$ cat config.mk
export PLATFORM = sky130hd
export DESIGN_NAME = cdq_ctrl
export DESIGN_NICKNAME = d
export VERILOG_FILES = /design/src/hw/rtl/circular_deque_defines.svh /design/src/hw/rtl/cdq_pkg.sv /design/src/hw/rtl/cdq_ctrl.sv
export SDC_FILE = /design/constraint.sdc
export NUM_CORES = 1
export LEC_CHECK = 0
export ABC_AREA = 1
export BUFFER_PORTS_ARGS = -buffer_cell sky130_fd_sc_hd__buf_2
export CAP_MARGIN = 40
export CORE_AREA = 2 2 39 41
export CTS_CLUSTER_SIZE = 25
export DETAILED_ROUTE_END_ITERATION = 6
export DIE_AREA = 0 0 41 43
export HOLD_SLACK_MARGIN = 0.06
export MAX_ROUTING_LAYER = met4
export REMOVE_ABC_BUFFERS = 1
export SETUP_SLACK_MARGIN = 0.2
export SLEW_MARGIN = 30
export SYNTH_ARGS = -nofsm -noshare
export SYNTH_HDL_FRONTEND = slang
export SYNTH_SLANG_ARGS = --single-unit
$ cat constraint.sdc
create_clock -name clk -period 1.88 [get_ports clk]
set_input_delay 0.282 -clock clk [delete_from_list [all_inputs] [get_ports clk]]
set_output_delay 0.282 -clock clk [all_outputs]
set_load 0.01 [all_outputs]
$ cat src/hw/rtl/circular_deque_defines.svh
// Assertion macros for the circular deque RTL.
// Clock clk and active-low reset arst_n must be in scope where they are used.
`ifndef CIRCULAR_DEQUE_DEFINES_SVH
`define CIRCULAR_DEQUE_DEFINES_SVH

// same-cycle implication
`define CDQ_ASSERT_IMP(lbl, ante, cons, msg) \
	lbl: assert property (@(posedge clk) disable iff (!arst_n) (ante) |-> (cons)) \
		else $error(msg);

// next-cycle implication
`define CDQ_ASSERT_NXT(lbl, ante, cons, msg) \
	lbl: assert property (@(posedge clk) disable iff (!arst_n) (ante) |=> (cons)) \
		else $error(msg);

`endif

$ cat src/hw/rtl/cdq_pkg.sv
// Shared constants, types and ring-pointer helpers for the circular deque.
// No dependencies.
package cdq_pkg;

	localparam int DEPTH  = 1024;
	localparam int PTR_W  = (DEPTH > 1) ? $clog2(DEPTH) : 1;
	localparam int CNT_W  = $clog2(DEPTH + 1);
	localparam int CAP_W  = 11;
	localparam int DATA_W = 32;
	localparam int KIND_W = 2;

	localparam logic [CAP_W-1:0] CAP_RESET = 11'd1024;

	typedef enum logic [KIND_W-1:0] {
		KIND_INS_FRONT = 2'd0,
		KIND_INS_REAR  = 2'd1,
		KIND_REM_FRONT = 2'd2,
		KIND_REM_REAR  = 2'd3
	} kind_t;

	// controller -> datapath
	typedef struct packed {
		logic take;   // capture the accepted item
		logic exec;   // apply the operation, issue RAM write or read
		logic fetch;  // load RAM read data into the end register
	} cmd_t;

	// datapath -> controller
	typedef struct packed {
		logic need_rd;  // operation will need a RAM read for the new end
	} status_t;

	function automatic logic [PTR_W-1:0] ring_inc(input logic [PTR_W-1:0] i);
		return (i == PTR_W'(DEPTH - 1)) ? '0 : i + PTR_W'(1);
	endfunction

	function automatic logic [PTR_W-1:0] ring_dec(input logic [PTR_W-1:0] i);
		return (i == '0) ? PTR_W'(DEPTH - 1) : i - PTR_W'(1);
	endfunction

endpackage

$ cat src/hw/rtl/cdq_ctrl.sv
// Sequencing FSM for the circular deque: accept, execute, fetch, respond.
// Depends on cdq_pkg.
module cdq_ctrl (
	input  logic             clk,
	input  logic             arst_n,
	input  logic             req_valid,
	output logic             req_ready,
	output logic             rsp_valid,
	input  logic             rsp_ready,
	input  cdq_pkg::status_t status,
	output cdq_pkg::cmd_t    cmd
);
	typedef enum logic [1:0] {
		ST_IDLE,
		ST_EXEC,
		ST_FETCH,
		ST_RESP
	} state_t;

	state_t state_q;

	always_ff @(posedge clk or negedge arst_n) begin
		if (!arst_n) begin
			state_q <= ST_IDLE;
		end else begin
			unique case (state_q)
				ST_IDLE: begin
					if (req_valid) state_q <= ST_EXEC;
				end
				ST_EXEC: begin
					state_q <= status.need_rd ? ST_FETCH : ST_RESP;
				end
				ST_FETCH: begin
					state_q <= ST_RESP;
				end
				ST_RESP: begin
					if (rsp_ready) state_q <= ST_IDLE;
				end
				default: state_q <= ST_IDLE;
			endcase
		end
	end

	always_comb begin
		req_ready = (state_q == ST_IDLE);
		rsp_valid = (state_q == ST_RESP);
		cmd.take  = req_ready && req_valid;
		cmd.exec  = (state_q == ST_EXEC);
		cmd.fetch = (state_q == ST_FETCH);
	end
endmodule

Word level (Yosys, flattened, before mapping)
Index checks and enable logic that the tools add are counted.
{"block": "totals", "reg_bits": 2, "in_bits": 5, "output_inout_bits": 5, "wordCells": 13}
{"block": "op_classes", "n_eq_ne": 5, "muxes": 4, "reduce_logical": 3}
{"cell": "$pmux 2 s4", "n": 1}
{"cell": "$eq 2x2->1 const B", "n": 2}
{"cell": "$mux 2", "n": 2}
{"cell": "$eq 2x1->1 const B", "n": 1}
{"cell": "$logic_not 2->1", "n": 1}
{"cell": "$ne 2x1->1 const B", "n": 1}
{"cell": "$ne 2x2->1 const B", "n": 1}
{"cell": "$reduce_and 2->1", "n": 1}
{"cell": "$logic_and 1x1->1", "n": 1}
{"cell": "$mux 1", "n": 1}

Depth between registers and ports, before layout
Gate-level depths: netlist (run 1).
{"block": "logic_depth", "word_depth": 3, "ltp_mapped": 6, "depth_no_buf": 6}

Worst setup path before layout (run 1)
OpenSTA, ideal clock, no wires.
{"block": "synth_timing", "path_kind": "reg-to-output", "from": "reg state_q[0]", "to": "out cmd[2] (netlist bit)", "arrival_ns": 0.893, "required_ns": 1.598, "path_slack_ns": 0.705, "stages_incl_launch_ff": 5, "path_buffers": 0, "cell_sequence": "dfrtp_1 > inv_1 > ha_1 > nand2_1 > inv_1"}
{"element": "from (decl)", "line": "cdq_ctrl.sv:20", "rtl": "state_t state_q;"}
{"element": "from (signal assigned)", "line": "cdq_ctrl.sv:31", "rtl": "state_q <= status.need_rd ? ST_FETCH : ST_RESP;"}
{"element": "to (decl)", "line": "cdq_ctrl.sv:11", "rtl": "output cdq_pkg::cmd_t cmd"}

==> results of run 1 <==
-- final cells by class --
cell class                 count  area share
multi-input combinational     18      0.4009
timing repair buffer          10      0.1897
sequential                     2      0.1724
inverter                       7     0.09052
clock buffer                   3     0.07759
tap                           16     0.06897
-- worst min-delay path by stage --
stage | from | endpoint | slack, ns | depth (start not counted)
floorplan | arst_n | state_q[0] | -0.01 | 0
finish | arst_n | state_q[0] | 0.37 | 2
CTS | arst_n | state_q[0] | 0.37 | 2
detailed placement | arst_n | state_q[0] | 0.07 | 1
global route | arst_n | state_q[0] | 0.39 | 2
global placement | arst_n | state_q[1] | 0.07 | 1
-- cells in the mapped netlist --
cell     instances  area (um2)
ha_1             4       50.05
inv_1            7       26.28
dfrtp_1          2       50.05
nand3_1          2       10.01
nand3_2          1       10.01
nand2_2          2       12.51
nand2_1          9       33.78
-- worst register-to-register path, stage by stage (launching register included) --
cell and delay [ns]:
dfrtp_1 0.38, inv_1 0.09, ha_1 0.24, nand2_2 0.11
nand3_2 0.07, nand2_1 0.05, nand2_1 0.05
-- per-stage QoR --
stage / instances / worst slack [ns] / instance area [um2] / hold slack (ns) / utilization
floorplan: 27 / 0.7046 / 192.7 / -0.01359 / -
global placement: 52 / 0.6506 / 257.7 / 0.06760 / 0.1863
detailed placement: 52 / 0.6516 / 257.7 / 0.06920 / 0.1863
CTS: 56 / 0.3967 / 290.3 / 0.3696 / 0.2098
global route: 56 / 0.3085 / 290.3 / 0.3901 / 0.2098
finish: 56 / 0.4194 / 290.3 / 0.3705 / 0.2098
-- routing by layer --
layer | GRT usage | vias to the layer above | share of wire
li1 | - | 105 | -
met2 | 0.05938 | 5 | 0.48
met4 | 0.08000 | 0 | 0
met1 | 0.03526 | 83 | 0.43
met5 | - | - | 0
met3 | 0.01571 | 0 | 0.080
-- power breakdown --
part | switching, mW | total, mW | internal, mW
sequential | 0.0262 | 0.0943 | 0.0681
combinational | 0.142 | 0.253 | 0.111
clock | 0.0252 | 0.0957 | 0.0705
total | 0.193 | 0.443 | 0.250
-- logic make-up after synthesis --
group         after synthesis  share of synthesized area
simple gates               14                     0.3441
buf+inv                     7                     0.1364
fa+ha+maj                   4                     0.2598
flops                       2                     0.2598
==> impl_metrics.tcl, run 1 <==
set metrics [dict create \
    status "completed" \
    max_freq_ghz 0.6847 \
    final_nets 51 \
    leakage_nw 0.1956 \
    drv_cap 0 \
    p_per_area_nw_per_um2 1525 \
    chipWidth_um 41 \
    final.setup.tns_ns 0 \
    worstPathCellList "inv_1 -> ha_1 -> nand2_1 -> inv_1 -> buf_2" \
    hp-class "in2async" \
    crit_cells 5 \
    hold_viol_final 0 \
    cp-start-kind "flip-flop" \
    regMostFlops "state_q" \
    avgSynthCellArea_um2 7.136 \
    cts_hold_buf 1 \
    layout_common_cells "nand2_1 (9), buf_2 (9), inv_1 (7)" \
    critPathTopFamily "flip-flops" \
    fillers 161 \
    syn_to_final_growth_pct 50.65 \
    cts_sinks 2 \
    routedWlPerCell_um 6.054 \
    drt_iter0_markers 2 \
    critPathSlowestCell "dfrtp_1" \
    finalCritPeriodShare 0.7769 \
    cts_tree "done" \
    ff2ff_path_depth 6 \
    htreeDepth 1 \
    irDropWorstVdd_v 0.0002181 \
    postCtsSetupBuffers 0 \
    first_global_vias 145 \
    hpwl_um 284.1 \
    synth-seq-cells 2 \
    mappedNetlistArea_um2 192.7 \
    seqCellArea_um2 50.05 \
    grt_pass1_wl_um 476 \
    top_regs "state_q (2)" \
    antenna_found_initial 0 \
    antenna_left 0 \
    dieArea_um2 1763 \
    grt.total_usage 0.04625 \
    cts_max_path_buffers 2 \
    clkTransAtPathRegs_ns 0.03 \
    place.gp.congestion 0.6062 \
    arrival_ns 1.18 \
    grt_overflow 0 \
    rsz0062_at_grt "no" \
    yosysSeqAreaShare 0.2597 \
    cts_buffers 3 \
    maxSlewHeadroom 0.8959 \
    grt_max_degree 6 \
    required_ns 1.60 \
    io_buffers 9 \
    wirelength_um 339 \
    largest_reg_flops 2 \
    setup_violations 0 \
    die_y_um 43 \
    critPathLaunch "state_q[0]" \
    endpoint_kind "output pin" \
    crit_path_frequent_cell "inv_1" \
    antenna_cells 0 \
    drc 0 \
    multi_input_area_um2 116.4 \
    worst_skew_pair.late_latency_ns 0.22 \
    power_uw 442.7 \
    worst_pin_slew_ns 0.1562 \
    path_class "reg2out" \
    cts_root_buf "clkbuf_4" \
    slew_violations 0 \
    ys_types 7 \
    cpPeakStageDelay_ns 0.40 \
    worstReg2RegEnd "state_q[0]" \
    drive_gt1_frac 0.3750 \
    post_cts_resized 0 \
    syn_inst 27 \
    r2r_start "state_q[0]" \
    crit_fanout 4 \
    cp-endpoint "cmd[2]" \
    skew_ns 0.003062 \
    yosys_warnings 0 \
    core_area_um2 1384 \
    reg2reg_slack_ns 0.77 \
    io_pins 10 \
    firstDrtPassIters 3 \
    initial_utilization 0.1392 \
    via_per_inst 3.446 \
    vias 193 \
    min_period_ns 1.461 \
    row_count 14 \
    cp.buffers_inverters 3 \
]
Power figures use the tool's default switching activity.
==> run 2: changes to the inputs <==
--- a/config.mk
+++ b/config.mk
@@ -5,7 +5,7 @@
 export SDC_FILE = /design/constraint.sdc
 export NUM_CORES = 1
 export LEC_CHECK = 0
-export ABC_AREA = 1
+export ABC_AREA = 0
 export BUFFER_PORTS_ARGS = -buffer_cell sky130_fd_sc_hd__buf_2
 export CAP_MARGIN = 40
 export CORE_AREA = 2 2 39 41
==> constraint.sdc (replaced) <==
create_clock -name clk -period 1.4 [get_ports clk]
set_input_delay 0.21 -clock clk [delete_from_list [all_inputs] [get_ports clk]]
set_output_delay 0.21 -clock clk [all_outputs]
set_load 0.01 [all_outputs]
==> run 2 against run 1 <==
Effect of this change:
- routed wire length grew 42%
- clock skew grew 0.0015 ns
- sequential share of layout area shrank 1.9 points
- setup slack lost 0.34 ns
- first-iteration DRC count shrank 50%
- largest cell class unchanged
==> impl_metrics.tcl, run 2 <==
set metrics [dict create \
    combPwrFrac 0.663 \
    synth_commonest_cells "ha_1 (4), inv_1 (3), dfrtp_1 (2), o31ai_1 (2)" \
    htreeDepth 1 \
    skew_ns 0.004556 \
    routedWlPerCell_um 9.837 \
    synthFlopType "dfrtp_1" \
    worst_pin_slew_ns 0.2001 \
    chipWidth_um 41 \
    mappedNetlistArea_um2 178.9 \
    yosys.cell_count.top_type "ha_1" \
    hold_viol_final 0 \
    p_per_area_nw_per_um2 2325 \
    irDropWorstVdd_v 0.0004468 \
    wirelength_um 482 \
    via_per_inst 3.551 \
    cts_tree "done" \
    dieArea_um2 1763 \
    cts_sinks 2 \
    synth-seq-cells 2 \
    layout_common_cells "buf_2 (8), clkbuf_4 (3), buf_4 (3)" \
    antenna_cells 0 \
    synth_top_area_frac 0.2797 \
    dp_cells 44 \
    grt_max_degree 6 \
    crit_fanout 5 \
    initial_utilization 0.1293 \
    leakage_nw 0.1736 \
    endpoint_kind "output pin" \
    final.setup.tns_ns 0 \
    synth_edf_count 0 \
    slew_violations 0 \
    worst_skew_pair.late_latency_ns 0.23 \
    antenna_found_initial 0 \
    hpwl_um 289.8 \
    power_switching_uw 283.4 \
    cp-start-kind "flip-flop" \
    regMostFlops "state_q" \
    row_count 14 \
    vias 174 \
    fin_area_um2 325.3 \
    place.gp.congestion 0.6456 \
    status "completed" \
    max_freq_ghz 0.7598 \
    yosysTopAreaCell "dfrtp_1" \
    clkPwrFrac 0.172 \
    cts_root_buf "clkbuf_4" \
    first_global_vias 200 \
    rsz0062_at_grt "yes" \
    drt_iter0_markers 1 \
    syn_inst 17 \
    synthTopCellsByArea "dfrtp_1 (28%), ha_1 (28%), mux2_4 (8.4%)" \
    io_buffers 9 \
    clkTransAtPathRegs_ns 0.03 \
    async_reset_ff_frac 1.000 \
    swShare 0.3748 \
    finalCritPeriodShare 0.9401 \
    syn_to_final_growth_pct 81.82 \
    largest_reg_flops 2 \
    p_seq_frac 0.165 \
    min_period_ns 1.316 \
    drive_gt1_frac 0.6970 \
    fillers 155 \
    intPower_uw 472.8 \
    drc 0 \
    die_y_um 43 \
    top_regs "state_q (2)" \
    setup_violations 0 \
    cts_buffers 3 \
    arrival_ns 1.11 \
    layout.cells.non_filler 49 \
    antenna_left 0 \
    avgSynthCellArea_um2 10.52 \
    yosys_warnings 0 \
    yosysSeqAreaShare 0.2797 \
    detailed_place.area_um2 259.0 \
    grt_pass1_wl_um 807 \
    maxSlewHeadroom 0.8654 \
    grt.total_usage 0.07700 \
    core_area_um2 1384 \
    required_ns 1.19 \
    firstDrtPassIters 2 \
    io_pins 10 \
    final_common_cell "buf_2" \
    cts_max_path_buffers 2 \
    path_class "reg2out" \
    drv_cap 0 \
    ys_types 10 \
    grt_overflow 0 \
    hold_ws_ns 0.2969 \
    final_nets 44 \
    hp-class "in2async" \
]
==> run 2: layer usage <==
metal  wire [um]  track usage  up-vias
met5           0            -        -
li1            -            -       88
met1         157      0.06709       82
met2         302       0.1125        4
met4           0       0.1000        0
met3          22      0.01571        0
==> run 2: path summary, 6_finish.rpt <==
| check | endpoint | start | depth (start not counted) | slack (ns) |
|---|---|---|---|---|
| max in group asynchronous | state_q[0] | arst_n | 2 | 1.00 |
| hold reg to reg | state_q[0] | state_q[0] | 2 | 0.64 |
| min in group clk | state_q[0] | status | 4 | 0.38 |
| setup reg to reg | state_q[1] | state_q[1] | 4 | 0.09 |
| hold / removal | state_q[1] | arst_n | 2 | 0.30 |
| setup / recovery | cmd[2] | state_q[1] | 4 | 0.08 |
==> run 2: cell families after synthesis <==
logic type | after synthesis | synth area share
muxes | 1 | 0.08389
adders and majority gates | 4 | 0.2797
and+or+nand+nor | 4 | 0.1678
buffers and inverters | 3 | 0.06293
DFF | 2 | 0.2797
AOI/OAI and AO/OA | 3 | 0.1259
==> run 2: metrics by stage <==
step                      total power [mW]  setup slack, ns    util
final                               0.7562          0.08384  0.2351
after global routing                0.8312          0.02282  0.2351
after floorplan                     0.3802          0.04359       -
after global placement              0.5135          0.08798  0.1872
after CTS                           0.7262          0.07608  0.2251
after detailed placement            0.5171          0.09470  0.1872
==> run 2: power groups by stage <==
stage / Clock (mW) / Sequential (mW) / Combinational [mW]
2_1_floorplan: 0 / 0.122 / 0.258
3_3_place_gp: 0 / 0.119 / 0.395
3_5_place_dp: 0 / 0.117 / 0.400
4_1_cts: 0.138 / 0.121 / 0.467
5_1_grt: 0.144 / 0.128 / 0.559
6_report: 0.130 / 0.124 / 0.501
==> run 2: repair_timing <==
item / CTS / global route
hold buffers: 1 / 0
setup buffers: 1 / 0
gates resized for setup: 4 / 4
setup endpoints to repair: 6 / 7
pin swaps: 1 / 1
hold endpoints to repair: 2 / 0
==> run 2: area by class of cell <==
class / count / area (um2) / area share
sequential: 2 / 50.05 / 0.1538
inverter: 3 / 11.26 / 0.03462
clock buffer: 3 / 22.52 / 0.06923
tap: 16 / 20.02 / 0.06154
multi-input combinational: 12 / 137.6 / 0.4231
timing repair buffer: 13 / 83.83 / 0.2577
==> run 2: worst max-delay path, stage by stage (launching register included) <==
cell and delay, ns:
dfrtp_1 0.39, inv_2 0.07, ha_4 0.17, and2_4 0.13, buf_6 0.11
